===== src/rtl/core/cse_pkg.sv =====
// Shared types, widths and codes of the context-switched rate estimator.
package cse_pkg;

    localparam int MAX_INDEX_LIMIT_DEF = 127;
    localparam int COUNT_BITS_DEF      = 24;
    localparam int FRAC_BITS_DEF       = 10;

    localparam int SYM_W      = 8;
    localparam int MAXIDX_W   = 7;
    localparam int RATE_W     = 15;
    localparam int CTX_W      = 2;
    localparam int TOTAL_W    = 32;
    localparam int TOT_W      = TOTAL_W + 1;
    localparam int POS_W      = 6;
    localparam int CFG_IDX_W  = 2;
    localparam int CFG_DATA_W = 7;
    localparam int RATE_MAX   = 32767;

    localparam logic [MAXIDX_W-1:0] MAX_INDEX_RST = 7'd127;

    localparam int QUEUE_DEPTH = 2;
    localparam int QPTR_W      = $clog2(QUEUE_DEPTH);
    localparam int QCNT_W      = $clog2(QUEUE_DEPTH + 1);

    localparam logic [CTX_W-1:0] CTX_ZERO = 2'd0;
    localparam logic [CTX_W-1:0] CTX_POS  = 2'd1;
    localparam logic [CTX_W-1:0] CTX_NEG  = 2'd2;

    typedef enum logic [CFG_IDX_W-1:0] {
        CFG_MAX_INDEX = 2'd0,
        CFG_FREEZE    = 2'd1
    } cfg_reg_e;

    typedef enum logic [2:0] {
        B_CLEAR,
        B_IDLE,
        B_NORM,
        B_MANT,
        B_DONE
    } back_state_e;

    // One classified item on its way from the front to the back.
    typedef struct packed {
        logic                       kind;
        logic                       oor;
        logic [CTX_W-1:0]           ctx;
        logic signed [SYM_W-1:0]    sym;
        logic [MAXIDX_W-1:0]        emax;
        logic                       freeze;
    } cmd_t;

    typedef struct packed {
        logic full;
        logic empty;
    } q_stat_t;

endpackage


===== src/rtl/core/cse_queue.sv =====
// Short command queue between the front and back ends.
module cse_queue (
    input  logic             clk,
    input  logic             rst_n,
    input  logic             push,
    input  cse_pkg::cmd_t    push_cmd,
    input  logic             pop,
    output cse_pkg::cmd_t    head,
    output cse_pkg::q_stat_t stat
);
    import cse_pkg::*;

    cmd_t              entry_reg [QUEUE_DEPTH];
    logic [QPTR_W-1:0] wr_ptr_reg;
    logic [QPTR_W-1:0] rd_ptr_reg;
    logic [QCNT_W-1:0] cnt_reg;
    logic [QPTR_W-1:0] wr_ptr_next;
    logic [QPTR_W-1:0] rd_ptr_next;
    logic [QCNT_W-1:0] cnt_next;

    assign head       = entry_reg[rd_ptr_reg];
    assign stat.full  = cnt_reg == QCNT_W'(QUEUE_DEPTH);
    assign stat.empty = cnt_reg == '0;

    always_comb
    begin
        wr_ptr_next = wr_ptr_reg;
        rd_ptr_next = rd_ptr_reg;
        cnt_next    = cnt_reg;
        if (push)
            wr_ptr_next = (wr_ptr_reg == QPTR_W'(QUEUE_DEPTH - 1)) ? '0 : wr_ptr_reg + 1'b1;
        if (pop)
            rd_ptr_next = (rd_ptr_reg == QPTR_W'(QUEUE_DEPTH - 1)) ? '0 : rd_ptr_reg + 1'b1;
        if (push && !pop)
            cnt_next = cnt_reg + 1'b1;
        else if (pop && !push)
            cnt_next = cnt_reg - 1'b1;
    end

    always_ff @(posedge clk or negedge rst_n)
    begin
        if (!rst_n)
        begin
            wr_ptr_reg <= '0;
            rd_ptr_reg <= '0;
            cnt_reg    <= '0;
        end
        else
        begin
            wr_ptr_reg <= wr_ptr_next;
            rd_ptr_reg <= rd_ptr_next;
            cnt_reg    <= cnt_next;
        end
    end

    always_ff @(posedge clk)
    begin
        if (push)
            entry_reg[wr_ptr_reg] <= push_cmd;
    end

endmodule


===== config.mk =====
export PLATFORM = sky130hd
export DESIGN_NAME = cse_queue
export DESIGN_NICKNAME = d
export VERILOG_FILES = /design/src/rtl/core/cse_pkg.sv /design/src/rtl/core/cse_queue.sv
export SDC_FILE = /design/constraint.sdc
export NUM_CORES = 1
export LEC_CHECK = 0
export ABC_AREA = 1
export BUFFER_PORTS_ARGS = -buffer_cell sky130_fd_sc_hd__buf_4
export CAP_MARGIN = 20
export CORE_MARGIN = 4
export CORE_UTILIZATION = 40
export CTS_BUF_LIST = sky130_fd_sc_hd__clkbuf_8
export DETAILED_ROUTE_END_ITERATION = 6
export GPL_TIMING_DRIVEN = 0
export PLACE_DENSITY_LB_ADDON = 0.25
export SLEW_MARGIN = 40
export SYNTH_ARGS = -nofsm -noshare
export SYNTH_HDL_FRONTEND = slang
export SYNTH_SLANG_ARGS = --single-unit

===== constraint.sdc =====
create_clock -name clk -period 2 [get_ports clk]
set_clock_uncertainty 0.05 [all_clocks]
set_input_delay 0 -clock clk [delete_from_list [all_inputs] [get_ports clk]]
set_output_delay 0 -clock clk [all_outputs]
set_load 0.005 [all_outputs]

==> metrics <==
run status=complete, no violations; H-Tree Depth=2; R2R Setup Slk=340 ps; global route overflow=0; uppermost layer routed=met4; Reg2Reg Capture Point=entry_reg[1][19]; max FFs per register=40; Tot Pwr=2.93 mW; cell taking the most area after synthesis=edfxtp_1; ys async rst share=9.09%; nets=189; DRT met1 WL=1020 um; Critical Path Fanout Max=20; Initial DRC Count=35; met3 WL=168 um; cell family with most CP delay=buffers and inverters; ranking of synthesized cells by area=edfxtp_1 70%, mux2_4 17%, dfrtp_1 5.8%; FP Rows=23; hold depth=2; via count=981; share of cells above drive strength 1=46.7%; Cell Chain, Critical Path=nand2_1 > clkinv_1; Core ar.=4090 um^2; Synth Register Bits=44; Mapped Nets=112; GPL Wtd Cong=0.611; met2 WL=1740 um; critical path startpoint category=register; # Post-CTS Setup Buffers=0; DRC viols=0; Synth top cells by count=40 x edfxtp_1, 19 x mux2_4, 7 x inv_1; setup tns final=0 ps; final wirelength=2970 um; RSZ-0062 raised after global routing=false; clock sinks=44; pwr dens=1180 nW/um^2; Worst-Skew Late Latency=290 ps; Die Area=5430 um^2; maximum buffer depth of the clock tree=2; Worst Min Path Start=push_cmd[7]; post-cts resize count=0; Pleak=1.04 nW; Max-Cap Viols=0; largest net degree at the start of global routing=21; io pins=46; highest achievable clock rate=601 MHz; fin area=2480 um^2; # setup viols final=0; top-count cell post-synth=edfxtp_1; synth unique cells=13; Worst Tran Pin Value=752 ps; DP Area=2150 um^2; VDD IR max=604 uV; Slowest cell on crit path=clkinv_1; via density per instance=4.56; worst r2r src=wr_ptr_reg; Buf/Inv on CP=1; WP data arrival=1420 ps; Total GRT Usage=12.5%; die height=73.7 um; TritonCTS clock tree=yes; Detail Route Antenna Nets=0; first-pass GRT wire length=4870 um; Post-Synthesis Cell Area=1730 um^2; Reg clk slew, reported paths=80 ps; IO buf count=45; initial antenna violation count=0; predominant post-synthesis flop cell=edfxtp_1; cells after synthesis=87; Final Hold Vio Count=0; Post-synth EDFFs=40; CP max stage delay=590 ps; critical path endpoint category=register; Area growth syn-to-layout=43.8%; register area share after synthesis=75.4%; drt pass-1 iters=3; Starting Density=42.3%; top-area cell type share of the netlist area=69.6%; Syn Area/Cell=19.8 um^2; CTS Buf Count=5; clk root buf=clkbuf_8; Slew HR=49.5%; crit path time final=1660 ps; vias in the first global route=1074; ant diodes=0; period utilisation layout=83.1%; Required @ worst endpoint=1750 ps; hold-critical path endpoint=entry_reg[1][7]; FF-to-FF path depth=2; HP Class=input pin to register; CP Class=register to register; Slew Viols, Final=0; Die X=73.7 um; Warnings, synthesis=0; drt wl/cell=13.8 um
==> per-stage QoR <==
stage	util (%)	hold slack [ps]	setup WS, ps	cells
final	60.7	385	337	215
after floorplan	-	-346	284	87
after global routing	60.7	373	202	215
after detailed placement	52.6	-250	441	183
after CTS	60.7	369	415	215
after global placement	52.1	-253	-160	182
==> where the power goes <==
part | internal, mW | total (mW) | switching [mW]
Sequential | 1.23 | 1.32 | 0.0894
Combinational | 0.651 | 1.06 | 0.410
Clock | 0.275 | 0.551 | 0.275
Total | 2.16 | 2.93 | 0.775
==> worst max-delay path by stage <==
stage	start	to	slack, ps	cells past startpoint
after floorplan	wr_ptr_reg	entry_reg[0][0]	280	1
after global placement	wr_ptr_reg	entry_reg[0][11]	-160	1
after detailed placement	wr_ptr_reg	entry_reg[1][7]	440	2
after CTS	wr_ptr_reg	entry_reg[1][9]	410	2
after global routing	wr_ptr_reg	entry_reg[1][19]	200	2
final	wr_ptr_reg	entry_reg[1][19]	340	2
==> kinds of logic (layout without fill, tap and decap cells) <==
kind of cell,after synthesis,in the layout,share of synthesized area (%)
xor+xnor,3,3,1.52
fa+ha+maj,1,1,0.725
buf+inv,9,87,2.83
flops,44,44,75.4
mux,20,20,17.2
simple gates,10,10,2.39
==> layout by cell type (no fill, tap or decap), drive strengths merged <==
cell type     n
xnor2         1
edfxtp       40
ha            1
inv           6
xor2          2
nand3         1
dlygate4sd3  24
nand2         5
clkinv        3
nor2          3
buf          48
clkbuf        6
nand4         1
dfrtp         4
mux2         20
==> layout make-up <==
class                      instances  area, um^2
sequential                        44        1300
inverter                           7        26.3
buffer                             2        22.5
fill                             313        1600
tap                               50        62.6
clock inverter                     2        10.0
multi-input combinational         34         384
clock buffer                       6        82.6
timing repair buffer              70         593
==> metal layers <==
metal | up-vias | global-route usage [%]
met5 | - | 0
met4 | 0 | 4.23
met3 | 6 | 4.24
met2 | 26 | 23.4
met1 | 478 | 12.7
li1 | 471 | -
==> what timing repair did <==
action,in CTS,in global routing
hold endpoints to repair,46,0
endpoints found under the setup margin,0,0
hold buffers,24,0
(Power assumes the default switching activity.)
