### src/rtl/core/cse_pkg.sv
// Shared types, widths and codes of the context-switched rate estimator.
package cse_pkg;

    localparam int MAX_INDEX_LIMIT_DEF = 127;
    localparam int COUNT_BITS_DEF      = 24;
    localparam int FRAC_BITS_DEF       = 10;

    localparam int SYM_W      = 8;
    localparam int MAXIDX_W   = 7;
    localparam int RATE_W     = 15;
    localparam int CTX_W      = 2;
    localparam int TOTAL_W    = 32;
    localparam int TOT_W      = TOTAL_W + 1;
    localparam int POS_W      = 6;
    localparam int CFG_IDX_W  = 2;
    localparam int CFG_DATA_W = 7;
    localparam int RATE_MAX   = 32767;

    localparam logic [MAXIDX_W-1:0] MAX_INDEX_RST = 7'd127;

    localparam int QUEUE_DEPTH = 2;
    localparam int QPTR_W      = $clog2(QUEUE_DEPTH);
    localparam int QCNT_W      = $clog2(QUEUE_DEPTH + 1);

    localparam logic [CTX_W-1:0] CTX_ZERO = 2'd0;
    localparam logic [CTX_W-1:0] CTX_POS  = 2'd1;
    localparam logic [CTX_W-1:0] CTX_NEG  = 2'd2;

    typedef enum logic [CFG_IDX_W-1:0] {
        CFG_MAX_INDEX = 2'd0,
        CFG_FREEZE    = 2'd1
    } cfg_reg_e;

    typedef enum logic [2:0] {
        B_CLEAR,
        B_IDLE,
        B_NORM,
        B_MANT,
        B_DONE
    } back_state_e;

    // One classified item on its way from the front to the back.
    typedef struct packed {
        logic                       kind;
        logic                       oor;
        logic [CTX_W-1:0]           ctx;
        logic signed [SYM_W-1:0]    sym;
        logic [MAXIDX_W-1:0]        emax;
        logic                       freeze;
    } cmd_t;

    typedef struct packed {
        logic full;
        logic empty;
    } q_stat_t;

endpackage

### src/rtl/core/cse_front.sv
// Front end: configuration registers, input handshake, classification, context tracking.
module cse_front #(
    parameter int MAX_INDEX_LIMIT = cse_pkg::MAX_INDEX_LIMIT_DEF
) (
    input  logic                              clk,
    input  logic                              rst_n,
    input  logic                              start,
    input  logic                              kind,
    input  logic signed [cse_pkg::SYM_W-1:0]  symbol_index,
    output logic                              busy,
    input  logic                              cfg_valid,
    output logic                              cfg_ready,
    input  logic [cse_pkg::CFG_IDX_W-1:0]     cfg_index,
    input  logic [cse_pkg::CFG_DATA_W-1:0]    cfg_data,
    input  cse_pkg::q_stat_t                  q_stat,
    input  logic                              clearing,
    output logic                              push,
    output cse_pkg::cmd_t                     push_cmd
);
    import cse_pkg::*;

    localparam int LIM_W = $clog2(MAX_INDEX_LIMIT + 1) + MAXIDX_W;

    logic [MAXIDX_W-1:0] max_index_reg;
    logic                freeze_reg;
    logic [CTX_W-1:0]    ctx_reg;
    logic [CTX_W-1:0]    ctx_next;
    logic [MAXIDX_W-1:0] emax;
    logic [SYM_W-1:0]    mag;
    logic                accept;

    assign cfg_ready = 1'b1;
    assign busy      = q_stat.full || clearing;
    assign accept    = start && !busy;
    assign push      = accept;

    always_comb
    begin
        if (LIM_W'(max_index_reg) > LIM_W'(MAX_INDEX_LIMIT))
            emax = MAXIDX_W'(MAX_INDEX_LIMIT);
        else
            emax = max_index_reg;
        // magnitude of -128 fits unsigned 8 bits
        mag = symbol_index[SYM_W-1] ? SYM_W'(-symbol_index) : SYM_W'(symbol_index);
    end

    always_comb
    begin
        push_cmd.kind   = kind;
        push_cmd.oor    = mag > SYM_W'(emax);
        push_cmd.ctx    = ctx_reg;
        push_cmd.sym    = symbol_index;
        push_cmd.emax   = emax;
        push_cmd.freeze = freeze_reg;
    end

    // Move the context on every accepted update beat, in range or not.
    always_comb
    begin
        ctx_next = ctx_reg;
        if (accept && kind)
        begin
            if (symbol_index == '0)
                ctx_next = CTX_ZERO;
            else if (!symbol_index[SYM_W-1])
                ctx_next = CTX_POS;
            else
                ctx_next = CTX_NEG;
        end
    end

    always_ff @(posedge clk or negedge rst_n)
    begin
        if (!rst_n)
        begin
            max_index_reg <= MAX_INDEX_RST;
            freeze_reg    <= 1'b0;
            ctx_reg       <= CTX_ZERO;
        end
        else
        begin
            ctx_reg <= ctx_next;
            if (cfg_valid && cfg_ready)
            begin
                case (cfg_index)
                    CFG_MAX_INDEX: max_index_reg <= cfg_data;
                    CFG_FREEZE:    freeze_reg    <= cfg_data[0];
                    default:       ;
                endcase
            end
        end
    end

endmodule

### config.mk
export PLATFORM = sky130hd
export DESIGN_NAME = cse_front
export DESIGN_NICKNAME = d
export VERILOG_FILES = /design/src/rtl/core/cse_pkg.sv /design/src/rtl/core/cse_front.sv
export SDC_FILE = /design/constraint.sdc
export NUM_CORES = 1
export LEC_CHECK = 0
export BUFFER_PORTS_ARGS = -buffer_cell sky130_fd_sc_hd__buf_2
export CAP_MARGIN = 10
export CORE_MARGIN = 3
export CORE_UTILIZATION = 35
export DETAILED_ROUTE_END_ITERATION = 10
export HOLD_SLACK_MARGIN = 0.15
export PLACE_DENSITY = 0.66
export SLEW_MARGIN = 20
export SYNTH_ARGS = -nofsm -noshare
export SYNTH_HDL_FRONTEND = slang
export SYNTH_SLANG_ARGS = --single-unit
### constraint.sdc
create_clock -name clk -period 3.05 [get_ports clk]
set_clock_uncertainty 0.2 [all_clocks]
set_input_delay 0.305 -clock clk [delete_from_list [all_inputs] [get_ports clk]]
set_output_delay 0.305 -clock clk [all_outputs]
set_load 0.01 [all_outputs]
==> impl_metrics.yaml <==
layout:
  fillers: 211
  utilization: 0.527
  final_cell_mix: "45 x buf_2, 10 x nand2_1"
  multi_input_area_sq_um: 443
  layout.nets: 169
  seqCellArea_sq_um: 259
  largest_reg_flops: 7
  syn_to_final_growth_pct: 33.7
  mostFrequentLayoutCell: "buf_2"
  drive_gt1_frac: 0.489
  n_antenna_cell: 0
timing:
  fmax_mhz: 348
  relSlewSlack: 0.547
  finalSetupViolations: 0
  hold_violations: 0
  maxSlewViolCount: 0
  worstMarginPinSlew_ps: 677
  post-route-period-util: 0.941
  period_minus_slack_ps: 2870
  rsz0062_at_grt: "false"
  setup_tns_ps: 0
clock_tree:
  cts_tree: "built"
  insertion_delay_ps: 260
  cts_inserted_buffers: 3
  clock-root-buffer: "clkbuf_4"
  cts_htree_levels: 1
  ctsLongestPathBuffers: 2
  clkTransAtPathRegs_ps: 60
  clock-sinks: 10
die:
  die_w_um: 54.4
  io_pins: 48
  coreArea_sq_um: 2080
  initial_core_util: 0.394
  row_count: 16
  die_area_sq_um: 2960
  die_h_um: 54.4
grt:
  antenna_found_initial: 0
  grt_pass1_vias: 738
  overflow: 0
  grt_start_max_net_pins: 14
  grt_pass1_wl_um: 2920
  track_usage: 0.137
drt:
  first_iter_violations: 13
  viasPerCell: 4.83
  wl_per_cell_um: 11.6
  drcViolationCount: 0
  vias: 782
  first_pass_iters: 4
  wirelength_um: 1880
  drtAntennaViolNets: 0
power_and_ir_drop:
  p_seq_frac: 0.390
  ir_worst_vdd_mv: 0.238
  p_total_mw: 0.466
  swShare: 0.336
  comb_power_share: 0.404
  p_sw_mw: 0.156
  p_leak_nw: 0.532
  pwr_density_cell_nw_per_um2: 425
  pwr-share-clk: 0.206
  p_int_mw: 0.310
setup_path:
  startpoint: "symbol_index[0]"
  path_class: "input pin to output port"
  worstRegToRegCells: 2
  slowest_delay_ps: 430
  r2r_start: "emax[1]"
  slowest_stage: "or4_4"
  crit_end: "push_cmd[18]"
  r2r_slack_ps: 2030
  rr_endpoint: "emax[1]"
  endpoint_kind: "output port"
  worstSetupStartpointType: "input pin"
  cp_cell_sequence: "buf_2, inv_1, ha_1, nand2b_1, or4_4, nand2_2, xnor2_1, ha_1, nand3_1, nor2_2, a21oi_1, a311o_1, buf_2"
  critPathArrivalTime_ps: 2370
  crit_fanout: 4
  worst_ep_required_time_ps: 2540
synthesis:
  synth_cells: 91
  synthDominantCellAreaShare: 0.224
  syn_area_sq_um: 821
  yosysSeqAreaShare: 0.316
  synth.largest_area_cell: "dfstp_2"
  synthTopCellsByArea: "dfstp_2 22%, ha_1 12%, buf_4 10%"
  syn_nets: 124
  yosysWarnings: 0
  avgSynthCellArea_sq_um: 9.02
  synth.distinct_cells: 31
  ys_seq_elements: 10
place:
  place.gp.congestion: 0.717
  dp.final_hpwl_um: 1570
  io_buffer_count: 45
run_status:
  status: "finished clean"
flow_run:
  drv_cap: 0
hold_path:
  hold_class: "input pin to register"
[power groups by stage]
stage	sequential, mW	combinational (mW)	clock, mW
after floorplan	0.193	0.108	0
after global placement	0.181	0.175	0
after detailed placement	0.184	0.182	0
after CTS	0.182	0.190	0.100
after global routing	0.184	0.213	0.106
final	0.182	0.188	0.0960
[repair_timing]
action | 4_1_cts | 5_1_grt
endpoints found under the hold margin | 18 | 0
resized for setup | 0 | 1
buffers inserted | 0 | 0
endpoints found under the setup margin | 0 | 1
hold buffers | 8 | 0
[synthesized netlist by cell type]
library cell	count
a211oi_1	1
nand2_1	10
or3_4	1
nand3_1	2
o31ai_2	1
ha_1	8
a21oi_1	3
xnor2_1	5
o21ai_0	8
a311o_1	1
nor2_1	2
mux2_2	3
dfrtp_1	3
clkbuf_1	1
nand2_2	1
o211ai_1	1
conb_1	1
or2_2	1
inv_1	8
nor4_1	1
buf_2	1
nor2b_1	1
o31ai_1	1
nor3_1	1
nand3b_1	1
or4_4	1
nand4_1	1
nand2b_1	2
dfstp_2	7
nor3b_2	2
buf_4	11
[cell families (layout without fill, tap and decap cells)]
group,Yosys count,after routing,synth area share
AOI/OAI and AO/OA,16,16,0.122
xor gates and xnor gates,5,5,0.0534
adders and majority gates,8,8,0.122
buffers and inverters,21,65,0.148
DFF,10,10,0.316
muxes,3,3,0.0412
other,1,1,0.00457
and+or+nand+nor,27,27,0.194
[critical path: cells and delay by family]
kind | cells | cell delay (ps)
buffers and inverters | 3 | 340
adders and majority gates | 2 | 460
xor gates and xnor gates | 1 | 60
AOI/OAI and AO/OA | 2 | 360
and+or+nand+nor | 5 | 840
[metrics by stage]
step | worst slack (ps) | cells | hold WS, ps | area [sq um]
floorplan | 504 | 91 | -191 | 821
global placement | 186 | 150 | -28.0 | 988
detailed placement | 170 | 150 | -23.0 | 988
CTS | 159 | 162 | 155 | 1090
global route | 15.2 | 162 | 156 | 1100
finish | 179 | 162 | 164 | 1100
[per-layer routing]
metal | GRT usage | share of wire | vias to the layer above
li1 | - | - | 387
met3 | 0.0518 | 0.076 | 4
met4 | 0.0373 | 0.012 | 0
met5 | 0 | 0 | -
met1 | 0.145 | 0.43 | 357
met2 | 0.251 | 0.49 | 34
[worst min path at each step]
stage,startpoint,cells past startpoint,slack (ps),to
3_5_place_dp,rst_n,1,-20,ctx_reg[1]
6_report,kind,3,160,ctx_reg[0]
5_1_grt,kind,3,160,ctx_reg[0]
3_3_place_gp,rst_n,1,-30,ctx_reg[1]
4_1_cts,kind,3,160,ctx_reg[0]
2_1_floorplan,rst_n,0,-190,ctx_reg[0]
[area by class of cell]
type / count / area share
repair buffers: 53 / 0.278
inverters: 8 / 0.0274
flip-flops and latches: 10 / 0.236
well taps: 27 / 0.0308
multi-input cells: 60 / 0.404
clock buffers: 4 / 0.0239
No activity file was read; power rests on OpenSTA's default activity.
